[config.mk]
export PLATFORM = sky130hd
export DESIGN_NAME = audio_rms_zero_crossing_meter_top
export DESIGN_NICKNAME = d
export VERILOG_FILES = /design/src/hw/rtl/arzc_pkg.sv /design/src/hw/rtl/arzc_div.sv /design/src/hw/rtl/arzc_sqrt.sv /design/src/hw/rtl/audio_rms_zero_crossing_meter_top.sv
export VERILOG_INCLUDE_DIRS = /design/src /design/src/hw/rtl
export SDC_FILE = /design/constraint.sdc
export NUM_CORES = 1
export LEC_CHECK = 0
export ABC_AREA = 1
export BUFFER_PORTS_ARGS = -buffer_cell sky130_fd_sc_hd__buf_4
export CORE_MARGIN = 2
export CORE_UTILIZATION = 50
export DETAILED_ROUTE_END_ITERATION = 8
export HOLD_SLACK_MARGIN = 0.02
export PLACE_DENSITY_LB_ADDON = 0.25
export SLEW_MARGIN = 20
export SYNTH_ARGS = -nofsm -noshare
export SYNTH_HDL_FRONTEND = slang
export SYNTH_SLANG_ARGS = --single-unit
[constraint.sdc]
create_clock -name aclk -period 9.1 [get_ports aclk]
set_input_delay 0.455 -clock aclk [delete_from_list [all_inputs] [get_ports aclk]]
set_output_delay 0.455 -clock aclk [all_outputs]
set_load 0.01 [all_outputs]
[src/hw/rtl/audio_rms_zero_crossing_meter_top_assert.svh]
// Assertion macros for the RMS and zero-crossing meter.
// Needs a clock named aclk and an active-low reset named aresetn in scope.
`ifndef AUDIO_RMS_ZERO_CROSSING_METER_TOP_ASSERT_SVH
`define AUDIO_RMS_ZERO_CROSSING_METER_TOP_ASSERT_SVH

// Same-cycle implication, checked outside reset.
`define ARZC_ASSERT_IMP(label, ante, cons) \
    label: assert property (@(posedge aclk) disable iff (!aresetn) (ante) |-> (cons)) \
        else $error("meter check failed");

// Next-cycle implication, checked outside reset.
`define ARZC_ASSERT_NXT(label, ante, cons) \
    label: assert property (@(posedge aclk) disable iff (!aresetn) (ante) |=> (cons)) \
        else $error("meter check failed");

`endif

[src/hw/rtl/arzc_pkg.sv]
// Shared types and constants of the RMS and zero-crossing meter.
// No dependencies; used by arzc_div, arzc_sqrt and the top level.
package arzc_pkg;

    localparam int SAMPLE_WIDTH_DEF = 16;
    localparam int MAX_BUFFER_DEF   = 4096;
    localparam int CNT_W_DEF        = $clog2(MAX_BUFFER_DEF + 1);
    localparam int SUM_W_DEF        = 2 * SAMPLE_WIDTH_DEF - 1 + CNT_W_DEF;

    localparam int RATE_W  = 18;
    localparam int RMS_W   = 16;
    localparam int CROSS_W = 12;
    localparam int PITCH_W = 18;
    localparam int LEN_W   = 13;

    localparam logic [RATE_W-1:0] RATE_RESET = RATE_W'(44100);

    typedef struct packed {
        logic busy;
        logic done;
    } serial_status_t;

    typedef enum logic [2:0] {
        ST_IDLE,
        ST_SQUARE,
        ST_DIV_SUM,
        ST_SQRT,
        ST_DIV_RATE,
        ST_MUL,
        ST_OUT
    } meter_state_t;

endpackage

[src/hw/rtl/arzc_div.sv]
// Bit-serial restoring divider, one quotient bit per cycle.
// Depends on arzc_pkg for the status struct.
module arzc_div #(
    parameter int DIVIDEND_W = arzc_pkg::SUM_W_DEF,
    parameter int DIVISOR_W  = arzc_pkg::CNT_W_DEF
) (
    input  logic                        aclk,
    input  logic                        aresetn,
    input  logic                        start,
    input  logic [DIVIDEND_W-1:0]       dividend,
    input  logic [DIVISOR_W-1:0]        divisor,
    output logic [DIVIDEND_W-1:0]       quotient,
    output arzc_pkg::serial_status_t    status
);
    import arzc_pkg::*;

    localparam int STEP_W = $clog2(DIVIDEND_W + 1);

    logic                  busy_reg, busy_next;
    logic                  done_reg, done_next;
    logic [STEP_W-1:0]     step_reg, step_next;
    logic [DIVISOR_W-1:0]  rem_reg, rem_next;
    logic [DIVIDEND_W-1:0] quo_reg, quo_next;

    logic [DIVISOR_W:0]    rem_shift;
    logic [DIVISOR_W:0]    rem_diff;
    logic                  rem_ge;

    assign rem_shift = {rem_reg, quo_reg[DIVIDEND_W-1]};
    assign rem_diff  = rem_shift - {1'b0, divisor};
    assign rem_ge    = rem_shift >= {1'b0, divisor};

    always_comb begin
        busy_next = busy_reg;
        done_next = 1'b0;
        step_next = step_reg;
        rem_next  = rem_reg;
        quo_next  = quo_reg;
        if (start && !busy_reg) begin
            busy_next = 1'b1;
            step_next = STEP_W'(DIVIDEND_W);
            rem_next  = '0;
            quo_next  = dividend;
        end else if (busy_reg) begin
            rem_next  = rem_ge ? rem_diff[DIVISOR_W-1:0] : rem_shift[DIVISOR_W-1:0];
            quo_next  = {quo_reg[DIVIDEND_W-2:0], rem_ge};
            step_next = step_reg - 1'b1;
            if (step_reg == STEP_W'(1)) begin
                busy_next = 1'b0;
                done_next = 1'b1;
            end
        end
    end

    always_ff @(posedge aclk) begin
        if (!aresetn) begin
            busy_reg <= 1'b0;
            done_reg <= 1'b0;
            step_reg <= '0;
        end else begin
            busy_reg <= busy_next;
            done_reg <= done_next;
            step_reg <= step_next;
        end
    end

    always_ff @(posedge aclk) begin
        rem_reg <= rem_next;
        quo_reg <= quo_next;
    end

    assign quotient    = quo_reg;
    assign status.busy = busy_reg;
    assign status.done = done_reg;

endmodule

[src/hw/rtl/arzc_sqrt.sv]
// Digit-by-digit integer square root, one root bit per cycle.
// Depends on arzc_pkg for the status struct.
module arzc_sqrt #(
    parameter int ROOT_W = arzc_pkg::SAMPLE_WIDTH_DEF
) (
    input  logic                        aclk,
    input  logic                        aresetn,
    input  logic                        start,
    input  logic [2*ROOT_W-1:0]         radicand,
    output logic [ROOT_W-1:0]           root,
    output arzc_pkg::serial_status_t    status
);
    import arzc_pkg::*;

    localparam int RAD_W  = 2 * ROOT_W;
    localparam int STEP_W = $clog2(ROOT_W + 1);

    logic                busy_reg, busy_next;
    logic                done_reg, done_next;
    logic [STEP_W-1:0]   step_reg, step_next;
    logic [RAD_W-1:0]    rad_reg, rad_next;
    logic [ROOT_W+1:0]   rem_reg, rem_next;
    logic [ROOT_W-1:0]   root_reg, root_next;

    logic [ROOT_W+3:0]   rem_shift;
    logic [ROOT_W+3:0]   trial;
    logic [ROOT_W+3:0]   rem_diff;
    logic                fits;

    assign rem_shift = {rem_reg, rad_reg[RAD_W-1 -: 2]};
    assign trial     = {2'b00, root_reg, 2'b01};
    assign rem_diff  = rem_shift - trial;
    assign fits      = rem_shift >= trial;

    always_comb begin
        busy_next = busy_reg;
        done_next = 1'b0;
        step_next = step_reg;
        rad_next  = rad_reg;
        rem_next  = rem_reg;
        root_next = root_reg;
        if (start && !busy_reg) begin
            busy_next = 1'b1;
            step_next = STEP_W'(ROOT_W);
            rad_next  = radicand;
            rem_next  = '0;
            root_next = '0;
        end else if (busy_reg) begin
            rem_next  = fits ? rem_diff[ROOT_W+1:0] : rem_shift[ROOT_W+1:0];
            root_next = {root_reg[ROOT_W-2:0], fits};
            rad_next  = {rad_reg[RAD_W-3:0], 2'b00};
            step_next = step_reg - 1'b1;
            if (step_reg == STEP_W'(1)) begin
                busy_next = 1'b0;
                done_next = 1'b1;
            end
        end
    end

    always_ff @(posedge aclk) begin
        if (!aresetn) begin
            busy_reg <= 1'b0;
            done_reg <= 1'b0;
            step_reg <= '0;
        end else begin
            busy_reg <= busy_next;
            done_reg <= done_next;
            step_reg <= step_next;
        end
    end

    always_ff @(posedge aclk) begin
        rad_reg  <= rad_next;
        rem_reg  <= rem_next;
        root_reg <= root_next;
    end

    assign root        = root_reg;
    assign status.busy = busy_reg;
    assign status.done = done_reg;

endmodule

[src/hw/rtl/audio_rms_zero_crossing_meter_top.sv]
// Per sample: the square is built by a shift-and-add loop
//   that runs once per significant bit of the sample magnitude.
// At buffer end follow a bit-serial divide, a bit-serial root, a second divide,
//   a shift-and-add pitch multiply and the output load; the result then sits in an
//   output register while the next buffer's samples are taken.
// Synchronous active-low reset clears all buffer state and sets the rate to 44100 Hz.
`include "audio_rms_zero_crossing_meter_top_assert.svh"

module audio_rms_zero_crossing_meter_top #(
    parameter int MAX_BUFFER   = arzc_pkg::MAX_BUFFER_DEF,
    parameter int SAMPLE_WIDTH = arzc_pkg::SAMPLE_WIDTH_DEF
) (
    input  logic                              aclk,
    input  logic                              aresetn,
    // Configuration: the sample rate in hertz.
    input  logic                              cfg_wr_en,
    input  logic [arzc_pkg::RATE_W-1:0]       cfg_wr_data,
    // Sample requests.
    input  logic                              s_valid,
    output logic                              s_ready,
    input  logic signed [SAMPLE_WIDTH-1:0]    s_sample,
    input  logic                              s_last_sample,
    // Result requests, one per buffer.
    output logic                              m_valid,
    input  logic                              m_ready,
    output logic [arzc_pkg::RMS_W-1:0]        m_rms_level,
    output logic [arzc_pkg::CROSS_W-1:0]      m_crossing_count,
    output logic [arzc_pkg::PITCH_W-1:0]      m_pitch_half_hz,
    output logic [arzc_pkg::LEN_W-1:0]        m_buffer_length,
    output logic                              m_overflow
);
    import arzc_pkg::*;

    // The counters must hold MAX_BUFFER itself. The sum of squares can reach
    // MAX_BUFFER * 2^(2*SAMPLE_WIDTH-2). The shared divider is wide enough for
    // both the sum and the sample rate.
    localparam int CNT_W = $clog2(MAX_BUFFER + 1);
    localparam int SUM_W = 2 * SAMPLE_WIDTH - 1 + CNT_W;
    localparam int DIV_W = (SUM_W > RATE_W) ? SUM_W : RATE_W;
    localparam int RAD_W = 2 * SAMPLE_WIDTH;

    meter_state_t                state_reg, state_next;

    logic [RATE_W-1:0]           rate_reg, rate_next;
    logic [SUM_W-1:0]            sum_reg, sum_next;
    logic signed [SAMPLE_WIDTH-1:0] prev_reg, prev_next;
    logic [CNT_W-1:0]            cross_reg, cross_next;
    logic [CNT_W-1:0]            count_reg, count_next;
    logic                        end_reg, end_next;
    logic                        over_reg, over_next;
    logic                        m_valid_reg, m_valid_next;

    // Datapath registers; they carry no meaning until loaded.
    logic [SAMPLE_WIDTH-1:0]     mag_reg, mag_next;
    logic [SUM_W-1:0]            addend_reg, addend_next;
    logic [SAMPLE_WIDTH-1:0]     rms_reg, rms_next;
    logic [PITCH_W-1:0]          mul_q_reg, mul_q_next;
    logic [PITCH_W-1:0]          mul_a_reg, mul_a_next;
    logic [PITCH_W-1:0]          pitch_reg, pitch_next;
    logic [RMS_W-1:0]            m_rms_reg, m_rms_next;
    logic [CROSS_W-1:0]          m_cross_reg, m_cross_next;
    logic [PITCH_W-1:0]          m_pitch_reg, m_pitch_next;
    logic [LEN_W-1:0]            m_len_reg, m_len_next;
    logic                        m_over_reg, m_over_next;

    logic [SAMPLE_WIDTH-1:0]     sample_mag;
    logic                        prev_pos, prev_neg, cur_pos, cur_neg;
    logic [CNT_W-1:0]            count_inc;

    logic                        div_start;
    logic [DIV_W-1:0]            div_dividend;
    logic [DIV_W-1:0]            div_quotient;
    serial_status_t              div_sts;
    logic                        sqrt_start;
    logic [SAMPLE_WIDTH-1:0]     sqrt_root;
    serial_status_t              sqrt_sts;

    // Magnitude of the sample; the most negative code maps to 2^(SAMPLE_WIDTH-1).
    assign sample_mag = s_sample[SAMPLE_WIDTH-1] ? $unsigned(~s_sample + 1'b1)
                                                 : $unsigned(s_sample);

    // A crossing is a strict sign change. A zero on either side never counts,
    // and since the previous sample clears to zero, the first sample of a
    // buffer cannot form one.
    assign prev_pos  = !prev_reg[SAMPLE_WIDTH-1] && (prev_reg != '0);
    assign prev_neg  = prev_reg[SAMPLE_WIDTH-1];
    assign cur_pos   = !s_sample[SAMPLE_WIDTH-1] && (s_sample != '0);
    assign cur_neg   = s_sample[SAMPLE_WIDTH-1];
    assign count_inc = count_reg + 1'b1;

    // The divider first takes the sum of squares, then the sample rate, both
    // over the buffer length. The rate divide is started from the root state.
    assign div_dividend = (state_reg == ST_SQRT) ? DIV_W'(rate_reg) : DIV_W'(sum_reg);

    always_comb begin
        state_next   = state_reg;
        rate_next    = cfg_wr_en ? cfg_wr_data : rate_reg;
        sum_next     = sum_reg;
        prev_next    = prev_reg;
        cross_next   = cross_reg;
        count_next   = count_reg;
        end_next     = end_reg;
        over_next    = over_reg;
        mag_next     = mag_reg;
        addend_next  = addend_reg;
        rms_next     = rms_reg;
        mul_q_next   = mul_q_reg;
        mul_a_next   = mul_a_reg;
        pitch_next   = pitch_reg;
        m_valid_next = m_valid_reg && !m_ready;
        m_rms_next   = m_rms_reg;
        m_cross_next = m_cross_reg;
        m_pitch_next = m_pitch_reg;
        m_len_next   = m_len_reg;
        m_over_next  = m_over_reg;
        div_start    = 1'b0;
        sqrt_start   = 1'b0;
        s_ready      = 1'b0;

        unique case (state_reg)
            ST_IDLE: begin
                s_ready = 1'b1;
                if (s_valid) begin
                    if ((prev_pos && cur_neg) || (prev_neg && cur_pos)) begin
                        cross_next = cross_reg + 1'b1;
                    end
                    prev_next   = s_sample;
                    count_next  = count_inc;
                    mag_next    = sample_mag;
                    addend_next = SUM_W'(sample_mag);
                    // The buffer closes on its mark, or is cut at MAX_BUFFER.
                    end_next    = s_last_sample || (count_inc == CNT_W'(MAX_BUFFER));
                    over_next   = !s_last_sample;
                    state_next  = ST_SQUARE;
                end
            end
            ST_SQUARE: begin
                // Shift-and-add square: one magnitude bit per cycle.
                if (mag_reg != '0) begin
                    if (mag_reg[0]) begin
                        sum_next = sum_reg + addend_reg;
                    end
                    mag_next    = mag_reg >> 1;
                    addend_next = addend_reg << 1;
                end else if (end_reg) begin
                    div_start  = 1'b1;
                    state_next = ST_DIV_SUM;
                end else begin
                    state_next = ST_IDLE;
                end
            end
            ST_DIV_SUM: begin
                if (div_sts.done) begin
                    sqrt_start = 1'b1;
                    state_next = ST_SQRT;
                end
            end
            ST_SQRT: begin
                if (sqrt_sts.done) begin
                    rms_next   = sqrt_root;
                    div_start  = 1'b1;
                    state_next = ST_DIV_RATE;
                end
            end
            ST_DIV_RATE: begin
                if (div_sts.done) begin
                    // floor(rate / N) never exceeds the rate, so it fits RATE_W bits.
                    mul_q_next = div_quotient[PITCH_W-1:0];
                    mul_a_next = PITCH_W'(cross_reg);
                    pitch_next = '0;
                    state_next = ST_MUL;
                end
            end
            ST_MUL: begin
                // Only the low PITCH_W bits of the product are reported, so the
                // shifted operand and the sum are kept at that width.
                if (mul_q_reg != '0) begin
                    if (mul_q_reg[0]) begin
                        pitch_next = pitch_reg + mul_a_reg;
                    end
                    mul_q_next = mul_q_reg >> 1;
                    mul_a_next = mul_a_reg << 1;
                end else begin
                    state_next = ST_OUT;
                end
            end
            ST_OUT: begin
                // Wait until the output register is free, then hand the result
                // over and start a fresh buffer.
                if (!m_valid_reg || m_ready) begin
                    m_valid_next = 1'b1;
                    m_rms_next   = RMS_W'(rms_reg);
                    m_cross_next = CROSS_W'(cross_reg);
                    m_pitch_next = pitch_reg;
                    m_len_next   = LEN_W'(count_reg);
                    m_over_next  = over_reg;
                    sum_next     = '0;
                    prev_next    = '0;
                    cross_next   = '0;
                    count_next   = '0;
                    state_next   = ST_IDLE;
                end
            end
            default: begin
                state_next = ST_IDLE;
            end
        endcase
    end

    always_ff @(posedge aclk) begin
        if (!aresetn) begin
            state_reg   <= ST_IDLE;
            rate_reg    <= RATE_RESET;
            sum_reg     <= '0;
            prev_reg    <= '0;
            cross_reg   <= '0;
            count_reg   <= '0;
            end_reg     <= 1'b0;
            over_reg    <= 1'b0;
            m_valid_reg <= 1'b0;
        end else begin
            state_reg   <= state_next;
            rate_reg    <= rate_next;
            sum_reg     <= sum_next;
            prev_reg    <= prev_next;
            cross_reg   <= cross_next;
            count_reg   <= count_next;
            end_reg     <= end_next;
            over_reg    <= over_next;
            m_valid_reg <= m_valid_next;
        end
    end

    always_ff @(posedge aclk) begin
        mag_reg     <= mag_next;
        addend_reg  <= addend_next;
        rms_reg     <= rms_next;
        mul_q_reg   <= mul_q_next;
        mul_a_reg   <= mul_a_next;
        pitch_reg   <= pitch_next;
        m_rms_reg   <= m_rms_next;
        m_cross_reg <= m_cross_next;
        m_pitch_reg <= m_pitch_next;
        m_len_reg   <= m_len_next;
        m_over_reg  <= m_over_next;
    end

    arzc_div #(
        .DIVIDEND_W (DIV_W),
        .DIVISOR_W  (CNT_W)
    ) u_div (
        .aclk     (aclk),
        .aresetn  (aresetn),
        .start    (div_start),
        .dividend (div_dividend),
        .divisor  (count_reg),
        .quotient (div_quotient),
        .status   (div_sts)
    );

    // The mean square is below 2^(2*SAMPLE_WIDTH-1), so the low RAD_W bits
    // of the quotient carry all of it.
    arzc_sqrt #(
        .ROOT_W (SAMPLE_WIDTH)
    ) u_sqrt (
        .aclk     (aclk),
        .aresetn  (aresetn),
        .start    (sqrt_start),
        .radicand (div_quotient[RAD_W-1:0]),
        .root     (sqrt_root),
        .status   (sqrt_sts)
    );

    assign m_valid          = m_valid_reg;
    assign m_rms_level      = m_rms_reg;
    assign m_crossing_count = m_cross_reg;
    assign m_pitch_half_hz  = m_pitch_reg;
    assign m_buffer_length  = m_len_reg;
    assign m_overflow       = m_over_reg;

    `ARZC_ASSERT_IMP(a_count_bound, 1'b1, count_reg <= CNT_W'(MAX_BUFFER))
    `ARZC_ASSERT_IMP(a_cross_below_count, 1'b1, (cross_reg < count_reg) || (count_reg == '0))
    `ARZC_ASSERT_IMP(a_div_done_state, div_sts.done,
                     (state_reg == ST_DIV_SUM) || (state_reg == ST_DIV_RATE))
    `ARZC_ASSERT_IMP(a_units_exclusive, div_sts.busy, !sqrt_sts.busy)
    `ARZC_ASSERT_NXT(a_out_clears, (state_reg == ST_OUT) && (state_next == ST_IDLE),
                     (count_reg == '0) && (sum_reg == '0) && m_valid_reg)

endmodule
==> run summary, run 1 <==
The run finished, with violations left. The checks that failed: design-rule violations. For the total number of nets in the final design, the log shows 3275. The accumulated negative setup slack is 0 ns, and the antenna diode instance count is 0. Critical path launch point type: a flip-flop. For the filler cell count in the final layout, the log shows 4339. The number of remaining DRC errors was 5; the via count of the first global-routing pass was 19.47k. Setup slack closes at 5.181 ns.

Using the TritonRoute via totals, the vias-per-cell ratio works out to 5.305. Summed over all nets, the half-perimeter wirelength after detailed placement is 44750 um. The signal on the critical path passes through inv_2, nand3_1, buf_4, clkinv_1, nand2_1, o21ai_1, nand2_1, inv_2, nand3_1, o21ai_0. For the global-route wire length before repair, the log shows 99260 um. The hold buffer count at cts came out at 0.

Wires add up to 60560 um. The tools report the largest clock skew in the final design as 0.01580 ns. Dividing the final minimum period by the clock period gives 43.06%.

The time the final worst path needs with I/O delays and setup is 3.919 ns, and the compound-cell area share of the yosys netlist is 10.54%. The required time of the worst setup path was 9.40 ns. Count of final hold-check violations: 0.

The number of antenna violations at the first check in global routing came out at 0. The tools report the end of the worst register-to-register path as u_div.quotient[28]$_DFFE_PP_. After synthesis, the share of cell area in mux cells is 0%. The count of final max-slew check failures is 0, and the clock latency at the later pin of the worst-skew pair is 0.60 ns. Hold is met by 0.08845 ns. The core region is 0.04665 mm^2. After the flow finishes, the layout carries non-filler instances totaling 3780. The run gives 0.02497 mm^2 as the area after detailed placement. The number of setup violations in the final report was 0; the area growth from synthesis to layout was 12.37%. TritonCTS built the clock tree.

The first detailed-routing pass ran for 9 iterations. The kind of end point of the critical path was a flip-flop. The clock passes through at most 3 buffers. The number of sinks driven by the clock tree was 438; the maximum number of pins on one net before global-route repair was 64. The synthesis-stage register bit count came out at 438.

The dominant combinational cell family by area after synthesis was simple AND/OR/NAND/NOR gates. For flop-to-flop paths, the worst setup slack is 5.18 ns. The post-synthesis net count is 3196. For the pre-CTS setup slack, the log shows 5.181 ns. The clock-pin slew of the registers on the worst-case setup and hold paths was 0.06 ns; the worst supply voltage drop on vdd was 0.2006 mV. The most critical setup path has its endpoint at u_div.quotient[28]$_DFFE_PP_. Summed over its instances, the top area cell type makes up 33.69% of the synthesized netlist area.

Yosys mapped a number of flops with a built-in enable equal to 266. Setup repair after global routing left no endpoint under its margin. The net switching component of the power was 0.002748 W; the post-CTS setup buffer count was 0.

Summing the areas of all xor and xnor instances in the mapped netlist gives 1.810% of the synthesized area. Net switching is 38.25% of the power. The run gives 37.6% as the sequential fraction of design power. The worst register-to-register path has a depth of 10. For this design the ratio of total power to cell area is 269.6 mW/mm^2.

The tools report the level count of the clock H-tree as 2. Origin of the critical flop-to-flop path: state_reg[2]$_SDFFE_PN0P_. The run gives 0 as the max-cap check violation count. Measured against its own limit, the worst slew margin works out to 36.63%.

The static leakage is 11.78 nW, and the highest clock frequency the design can meet is 255.2 MHz. The cell with the largest stage delay on the worst path is nand2_1. Mean instance size in the synthesized netlist: 7.762 um^2. By count the netlist is led by 917 x nand2_1, 400 x inv_1, 298 x nor2_1.

Ranked by total cell area, the synthesized netlist is headed by edfxtp_1 34%, dfxtp_1 15%, nand2_1 15%, inv_1 6.3%, ha_1 5.2%. Of the total synthesized cell area, the portion taken by AND, OR, NAND and NOR gates is 25.84%. The number of core rows is 79, and the die outline height is 221.8 um. For the initial cell density of the core, the log shows 50.82%.

The tools report the share of total power in combinational logic as 34.1%. Flip-flop cell with the highest count after synthesis: edfxtp_1. Global routing used 24.75% of the available tracks. The quantity of I/O buffers inserted on ports is 101, and the signal arrival time at the worst endpoint is 4.22 ns. The biggest fanout along the worst timing path was 63. The most common cell in the synthesized netlist is nand2_1. The post-route netlist has 7.469% of its cells at a drive strength greater than 1. The tools report the remaining global-route overflow as 0.

On the worst path, the slowest cell contributes a delay of 0.66 ns. The logs give 42 for the post-synthesis cell type count and 48 for the number of CTS-inserted buffers. The tools report the detailed-route via count as 20.05k. Of the total synthesized cell area, the portion taken by full adders, half adders and majority gates is 5.425%. The cell count after synthesis came out at 3055.

After synthesis, flip-flops and latches occupy 48.21% of the total area. The power share of the clock group is 28.3%, and the average wire per cell in the routed design is 16.02 um. The post-cts repair resize count was 0; the floorplan die area was 0.04918 mm^2.

The root buffer cell chosen for the clock tree is clkbuf_16. The count of synthesis-stage warnings from yosys came out at 0. Floorplan die width: 221.8 um.

Once detail routing completed, the nets flagged for antenna violations numbered 0. Counting both buffers and inverters, the worst setup path holds a total of 4. The kind of critical path is reg -> reg.

Summing every instance area after synthesis gives 0.02371 mm^2. The detailed router finished its first iteration with 1677 violations. The cell area after layout was 0.02665 mm^2; the total I/O pin count was 102. The internal power summed over all cells is 0.004437 W. The critical path crosses 10 cells after its start point. For the pin with the worst max-slew slack, the measured transition is 0.9470 ns.

Counting tap cells, the placed design contains a total of 3690 instances. Final RePlAce weighted congestion: 0.9171. The top cell family by delay on the critical path was buffers and inverters.

Fraction of registers with async set/reset: 0%. The class of the most critical hold timing path is in -> reg. The tools report the worst setup path startpoint as state_reg[2]$_SDFFE_PN0P_. The largest total area in the synthesized netlist belongs to edfxtp_1.
[stage by stage]
step	util (%)	total power, W
finish	57.11	0.007185
floorplan	-	0.004468
detailed placement	53.52	0.005154
CTS	57.09	0.007204
global placement	53.52	0.005103
global route	57.11	0.007668
[final cells by class]
class / count / area (um^2) / area share [%]
tap: 607 / 759.5 / 2.850
clock buffer: 66 / 1381 / 5.184
multi-input combinational: 2113 / 10350 / 38.86
timing repair buffer: 115 / 867.1 / 3.254
sequential: 438 / 11430 / 42.90
clock inverter: 23 / 282.8 / 1.061
inverter: 418 / 1569 / 5.888
[routing by layer]
layer / track usage, % / routed length (um) / vias up
li1: - / - / 10130
met1: 33.98 / 28050 / 9340
met2: 41.26 / 27980 / 491
met3: 3.114 / 3133 / 95
met4: 7.040 / 1387 / 0
met5: 0 / 0 / -
[cell usage in the layout, fill, tap and decap left out, drive strengths merged, types with 26 or more instances in the layout]
| cell type | netlist | final |
|---|---|---|
| a21oi | 212 | 212 |
| buf | 35 | 115 |
| clkbuf | 51 | 66 |
| dfxtp | 172 | 172 |
| edfxtp | 266 | 266 |
| ha | 98 | 98 |
| inv | 412 | 418 |
| nand2 | 917 | 917 |
| nand3 | 190 | 190 |
| nand4 | 26 | 26 |
| nor2 | 303 | 303 |
| o21ai | 173 | 173 |
| xor2 | 37 | 37 |
[kinds of logic after synthesis]
group,after synthesis
AOI/OAI and AO/OA,463
DFF,438
xor gates and xnor gates,49
and+or+nand+nor,1500
buffers and inverters,504
adders and majority gates,101
[how the worst min path moves through the flow]
stage	startpoint	end	slack [ns]	cells past startpoint
floorplan	rms_reg[0]$_DFFE_PP_	m_rms_level[0]$_DFFE_PP_	0.40	0
global placement	rms_reg[1]$_DFFE_PP_	m_rms_level[1]$_DFFE_PP_	0.40	0
detailed placement	rms_reg[6]$_DFFE_PP_	m_rms_level[6]$_DFFE_PP_	0.41	0
CTS	cfg_wr_data[7]	rate_reg[7]$_SDFFE_PN0P_	0.07	3
global route	cfg_wr_data[5]	rate_reg[5]$_SDFFE_PN0P_	0.09	3
finish	cfg_wr_data[5]	rate_reg[5]$_SDFFE_PN0P_	0.09	3
[power by group through the flow]
stage	clock [W]	combinational, W	sequential (W)
3_3_place_gp	0	0.00237	0.00273
2_1_floorplan	0	0.00184	0.00263
5_1_grt	0.00216	0.00278	0.00273
4_1_cts	0.00208	0.00243	0.00270
6_report	0.00203	0.00245	0.00270
3_5_place_dp	0	0.00242	0.00274
[worst reg2reg max path, stage by stage (launching register included)]
cell and delay [ns]:
dfxtp_1 0.52, inv_2 0.11, nand3_1 0.11, buf_4 0.41, clkinv_1 0.55, nand2_1 0.21
o21ai_1 0.11, nand2_1 0.66, inv_2 0.59, nand3_1 0.24, o21ai_0 0.13
Power figures use the tool's default switching activity.
==> run 2, diff against run 1 <==
==> constraint.sdc (replaced) <==
create_clock -name aclk -period 3.5 [get_ports aclk]
set_input_delay 0.175 -clock aclk [delete_from_list [all_inputs] [get_ports aclk]]
set_output_delay 0.175 -clock aclk [all_outputs]
set_load 0.01 [all_outputs]
==> run summary, run 2 (synthesized netlist as in run 1, its figures left out) <==
The run finished, with violations left. The final reports fail on design-rule violations. The total number of nets in the final design was 3336 (+1.9%). Most common library cell in the layout ignoring fill and taps: nand2_1. The minimum hold slack is 0.05224 ns (-0.03621 ns), and the accumulated negative setup slack is 0 ns (unchanged). Highest clock frequency the design can meet: 351.2 MHz (+38%). The tools report the sum of net half-perimeters after detailed placement as 44880 um (+0.29%).

The number of remaining DRC errors is 4 (-1), and the share of the cycle needed by the critical path after routing is 81.34% (+38 points). The average wire per cell in the routed design is 16.16 um (+0.88%). Kind of end point of the critical path: a flip-flop. The clock latency at the later pin of the worst-skew pair was 0.59 ns (about the same); the remaining global-route overflow was 0 (unchanged). For the number of iterations in the first detailed-routing pass, the log shows 8 (-1). The quantity of I/O buffers inserted on ports works out to 101 (unchanged). The number of sinks driven by the clock tree is 438 (unchanged), and the number of core rows is 79 (unchanged). The number of antenna violations at the first check in global routing was 0 (unchanged); the static leakage was 11.97 nW (+1.6%).

TritonCTS built the clock tree. For the overall power of the completed layout, the log shows 0.01843 W (+160%). Global routing met1 resource utilization: 34.14% (+0.16 points). The run gives 3701 (+0.30%) as the cell count after placement. met2 is the most crowded layer. The final non-filler cell total is 3840 (+1.6%), and the power per cell area is 679.7 mW/mm^2 (+150%). The required time of the worst setup path was 3.98 ns (-5.42 ns). The level count of the clock H-tree was 2 (unchanged). Detailed-route via count: 20.46k (+2.0%). Total I/O pin count: 102 (unchanged). The logs give 19.95k (+2.4%) for the via count of the first global-routing pass and 47 (-2.1%) for the number of CTS-inserted buffers.

The tools report the count of final max-slew check failures as 0 (unchanged). The number of setup violations in the final report was 0 (unchanged); the count of nets left with antenna violations after detail routing was 0 (unchanged). The time the final worst path needs with I/O delays and setup was 2.847 ns (-1.072 ns); the ratio of routed vias to standard cells was 5.327 (+0.42%). The worst setup path is launched from a flip-flop.

The run gives 101200 um (+1.9%) as the global-route wire length before repair. The tools report the count of final hold-check violations as 0 (unchanged). The total routed wirelength was 62060 um (+2.5%). Post-CTS setup buffer count: 0 (unchanged). The logs give 0.04665 mm^2 (unchanged) for the placeable core region and 0 (unchanged) for the max-cap check violation count. The headroom to the max-slew limit came out at 40.36% (+3.7 points). Relative to the synthesized area, the layout overhead comes to 14.37%. The met2 routing resource usage after global routing is 42.31% (+1.1 points), and the slew at the pin closest to its max-slew limit is 0.8934 ns (-0.05365 ns). The biggest fanout along the worst timing path is 27 (-57%). The cell sitting at the root of the clock tree is a clkbuf_16. The clock-pin slew of the registers on the worst-case setup and hold paths works out to 0.06 ns (about the same). In the layout the commonest cells are 916 x nand2_1, 400 x inv_1, 295 x nor2_1. The initial cell density of the core was 50.82% (unchanged); the floorplan die width was 221.8 um (unchanged). The run gives 0.04918 mm^2 (unchanged) as the floorplan die area. For the antenna diode instance count, the log shows 0 (unchanged).

Class of the most critical hold timing path: in -> reg. The worst supply voltage drop on vdd is 0.5674 mV (+180%), and the maximum number of pins on one net before global-route repair is 64 (unchanged). Maximum count of clock buffers along a single path: 3 (unchanged). The final RePlAce weighted congestion was 0.9518 (+3.8%); the signal arrival time at the worst endpoint was 3.33 ns (-0.89 ns).

For the total global routing track utilization, the log shows 25.19% (+0.44 points). The tools report the largest clock skew in the final design as 0.01949 ns (+0.003686 ns). The layout cell share with drive strength beyond 1 works out to 7.331% (-0.14 points). The number of DRC markers in iteration 0 was 1615 (-3.7%); the met3 layer usage reported by global route was 3.459% (+0.34 points). Die outline height: 221.8 um (unchanged). Final core area utilization: 58.13% (+1.0 points). The setup path with the least slack is of type reg -> reg. Setup repair after global routing left no endpoint under its margin.
-- run 2: what timing repair did --
action,4_1_cts,5_1_grt
resized for setup,0,0
hold buffers,52,0
hold endpoints to repair,44,0
setup endpoints to repair,0,0
-- run 2: final cells by class --
cell class / instances / area, um^2
multi-input cells: 2113 / 10360
clock buffers: 65 / 1314
flip-flops and latches: 438 / 11430
well taps: 607 / 759.5
clock inverters: 22 / 205.2
inverters: 418 / 1569
fillers: 4254 / 19540
repair buffers: 177 / 1484
-- run 2: worst max-delay path: stages, from the launching register on --
cell	delay, ns
edfxtp_1	0.50
inv_1	0.08
ha_1	0.23
fa_1	0.43
nor2_1	0.22
nor2_1	0.12
o21ai_1	0.29
nand3_1	0.14
nand3_2	0.40
inv_1	0.08
o21ai_0	0.19
nand2_1	0.07
-- run 2: layer usage --
| metal | vias to the layer above | part of all wire, % |
|---|---|---|
| li1 | 10250 | - |
| met1 | 9527 | 46 |
| met2 | 586 | 46 |
| met3 | 95 | 5.4 |
| met4 | 0 | 2.4 |
| met5 | - | 0 |
-- run 2: metrics by stage --
step	setup WS, ns	instance area [um^2]
detailed placement	0.7071	25080
finish	0.6529	27120
global placement	0.7211	25080
global route	0.4931	27120
floorplan	0.4201	23710
CTS	0.6721	27120
-- run 2: path summary, 6_finish.rpt --
check        slack (ns)  cells after the start                        endpoint                         start
min                0.05                      3  u_div.step_reg[3]$_SDFFE_PN0P_                       aresetn
min reg2reg        0.42                      0        m_rms_level[4]$_DFFE_PP_          rms_reg[4]$_DFFE_PP_
max                0.65                     11  u_div.rem_reg[10]$_SDFFE_PP0P_  u_div.quotient[43]$_DFFE_PP_
max reg2reg        0.65                     11  u_div.rem_reg[10]$_SDFFE_PP0P_  u_div.quotient[43]$_DFFE_PP_
-- run 2: report_power, final --
group          leakage (nW)  total (W)  switching [W]  internal [W]
Combinational          7.38    0.00646        0.00440       0.00206
Clock                 0.744    0.00495        0.00211       0.00285
Sequential             3.84    0.00701       0.000628       0.00639
==> run 3, diff against run 2 <==
==> constraint.sdc (replaced) <==
create_clock -name aclk -period 2.95 [get_ports aclk]
set_input_delay 0.1475 -clock aclk [delete_from_list [all_inputs] [get_ports aclk]]
set_output_delay 0.1475 -clock aclk [all_outputs]
set_load 0.01 [all_outputs]
==> run summary, run 3 (synthesized netlist as in run 1, its figures left out) <==
The run finished, with violations left. The final reports fail on design-rule violations. The signal arrival time at the worst endpoint was 3.10 ns (-0.23 ns); the final setup slack of the worst path was 0.3912 ns (-0.2618 ns). The initial cell density of the core is 50.82% (unchanged).

The longest individual stage delay on the worst path is 0.46 ns (-0.04 ns). The maximum count of clock buffers along a single path came out at 3 (unchanged). The quantity of I/O buffers inserted on ports works out to 101 (unchanged).

The global-route wire length before repair is 100600 um (-0.57%), and the number of CTS-inserted buffers is 48 (+2.1%). The count of buffer and inverter cells on the critical path was 2 (unchanged). The tightest min-delay check is of the in -> reg type. The accumulated negative setup slack was 0 ns (unchanged); the placeable core region was 0.04665 mm^2 (unchanged).

The area growth from synthesis to layout is 16.04%, and the net switching component of the power is 0.008606 W (+21%). The slowest stage of the critical path belongs to the cell nor3_1. The worst supply voltage drop on vdd was 0.6052 mV (+6.7%); the largest clock skew in the final design was 0.01839 ns (-0.001101 ns). The remaining global-route overflow came out at 0 (unchanged). The floorplan die area is 0.04918 mm^2 (unchanged).

The number of core rows is 79 (unchanged), and the required time of the worst setup path is 3.49 ns (-0.49 ns). The tools report the static leakage as 12.16 nW (+1.6%). The layout cell share with drive strength beyond 1 is 7.574% (+0.24 points), and the post-cts repair resize count is 0 (unchanged). The tools report the total I/O pin count as 102 (unchanged).

The internal power summed over all cells is 0.01416 W (+25%), and the total number of nets in the final design is 3349 (+0.39%). For the clock latency at the later pin of the worst-skew pair, the log shows 0.60 ns (about the same). Power per cell area: 827.3 mW/mm^2 (+22%).

The max-cap check violation count was 0 (unchanged); the number of iterations in the first detailed-routing pass was 8 (unchanged). The tools report the headroom to the max-slew limit as 46.22% (+5.9 points). The number of remaining DRC errors was 4 (unchanged); the power share of the clock group was 29.1% (+2.2 points). The level count of the clock H-tree is 2 (unchanged), and the slew at the pin closest to its max-slew limit is 0.8037 ns (-0.08962 ns).

The tools report the total global routing track utilization as 25.11% (-0.083 points). The tools report the kind of end point of the critical path as a flip-flop. The share of total power in combinational logic was 34.5% (-0.6 points); the highest clock frequency the design can meet was 390.8 MHz (+11%). The maximum number of pins on one net before global-route repair was 61 (-4.7%).

The tools report the critical path launch point type as a flip-flop. The minimum hold slack came out at 0.07067 ns (+0.01843 ns). The run gives 62050 um (about the same) as the total routed wirelength. Cell with the most instances on the worst path: nand2_1. Setup repair after global routing left no endpoint under its margin. The sequential fraction of design power is 36.4% (-1.7 points). The tools report the number of antenna violations at the first check in global routing as 0 (unchanged). Traced cell by cell, the critical path runs through ha_1, inv_1, fa_1, inv_1, nand2_1, nand2_1, nand3_1, nand2_1, xnor2_1, nor3_1, a21oi_1, nor2_1. The floorplan die width is 221.8 um (unchanged), and the time the final worst path needs with I/O delays and setup is 2.559 ns (-0.2882 ns). The ratio of routed vias to standard cells is 5.316 (-0.21%), and the number of DRC markers in iteration 0 is 1481 (-8.3%).

The biggest fanout along the worst timing path was 4 (-85%); the number of sinks driven by the clock tree was 438 (unchanged). The pre-CTS setup slack is 0.4363 ns (-0.2708 ns). Filler cell count in the final layout: 4218 (-0.85%). The clock-pin slew of the registers on the worst-case setup and hold paths was 0.06 ns (about the same). The die outline height is 221.8 um (unchanged).

The count of nets left with antenna violations after detail routing is 0 (unchanged). TritonCTS built the clock tree. The worst setup path is of the reg -> reg kind. The count of final hold-check violations was 0 (unchanged); the net switching fraction of the power was 37.81% (-0.89 points). For the final RePlAce weighted congestion, the log shows 0.9625 (+1.1%).

The tools report the number of setup violations in the final report as 0 (unchanged). The detailed-route via count came out at 20.49k (+0.18%). Clock root buffer master: clkbuf_16. Worst reg-to-reg setup slack: 0.39 ns (-0.26 ns).

The share of the cycle needed by the critical path after routing came out at 86.74% (+5.4 points). Antenna diode instance count: 0 (unchanged). The library cell used most frequently in the layout, excluding fill and tap cells, is nand2_1. The average wire per cell in the routed design was 16.10 um (-0.40%); the sum of net half-perimeters after detailed placement was 45180 um (+0.68%). The top cell family by delay on the critical path was simple AND/OR/NAND/NOR gates. The run gives 19.91k (-0.19%) as the via count of the first global-routing pass.

The top cell types in the final layout, fill and taps aside, are 916 x nand2_1, 400 x inv_1, 296 x nor2_1. The count of final max-slew check failures was 0 (unchanged).
## run 3: layer usage
layer | up-vias | wire (um) | GRT usage [%]
met5 | - | 0 | 0
met4 | 0 | 1645 | 8.261
met3 | 113 | 3165 | 3.141
met2 | 528 | 28940 | 42.16
met1 | 9572 | 28290 | 33.76
li1 | 10280 | - | -
## run 3: what timing repair did
item | 4_1_cts | 5_1_grt
hold buffers | 60 | 0
setup buffers | 0 | 0
endpoints found under the hold margin | 60 | 0
## run 3: path summary, 6_finish.rpt
kind,start,to,depth (start not counted)
worst max-delay path,addend_reg[0]$_SDFFCE_PP0P_,sum_reg[8]$_SDFFE_PN0P_,12
worst min register to register,rms_reg[1]$_DFFE_PP_,m_rms_level[1]$_DFFE_PP_,0
worst min-delay path,cfg_wr_en,rate_reg[8]$_SDFFE_PN0P_,3
worst max register to register,addend_reg[0]$_SDFFCE_PP0P_,sum_reg[8]$_SDFFE_PN0P_,12
## run 3: power by group through the flow
stage | registers, W | logic (W) | clock network, W
2_1_floorplan | 0.00810 | 0.00568 | 0
3_3_place_gp | 0.00837 | 0.00756 | 0
3_5_place_dp | 0.00839 | 0.00766 | 0
4_1_cts | 0.00827 | 0.00779 | 0.00672
5_1_grt | 0.00838 | 0.00885 | 0.00698
6_report | 0.00829 | 0.00786 | 0.00661
## run 3: final cells by class
| type | count | area (um^2) | share of cell area, % |
|---|---|---|---|
| Inverter | 418 | 1569 | 5.703 |
| Multi-Input combinational cell | 2113 | 10350 | 37.64 |
| Tap cell | 607 | 759.5 | 2.760 |
| Clock inverter | 34 | 480.5 | 1.746 |
| Sequential cell | 438 | 11430 | 41.55 |
| Timing Repair Buffer | 189 | 1657 | 6.021 |
| Clock buffer | 56 | 1262 | 4.588 |
## run 3: worst reg2reg max path: stages, from the launching register on
cell      delay, ns
edfxtp_1       0.37
ha_1           0.27
inv_1          0.08
fa_1           0.37
inv_1          0.13
nand2_1        0.08
nand2_1        0.08
nand3_1        0.08
nand2_1        0.19
xnor2_1        0.19
nor3_1         0.46
a21oi_1        0.08
nor2_1         0.11
## run 3: metrics by stage
stage | utilization (%) | cell area (um^2) | instances | power [W]
global route | 58.97 | 27510 | 3855 | 0.02420
finish | 58.97 | 27510 | 3855 | 0.02276
CTS | 58.97 | 27510 | 3855 | 0.02278
detailed placement | 53.95 | 25170 | 3705 | 0.01606
floorplan | - | 23720 | 3055 | 0.01378
global placement | 53.95 | 25170 | 3705 | 0.01593
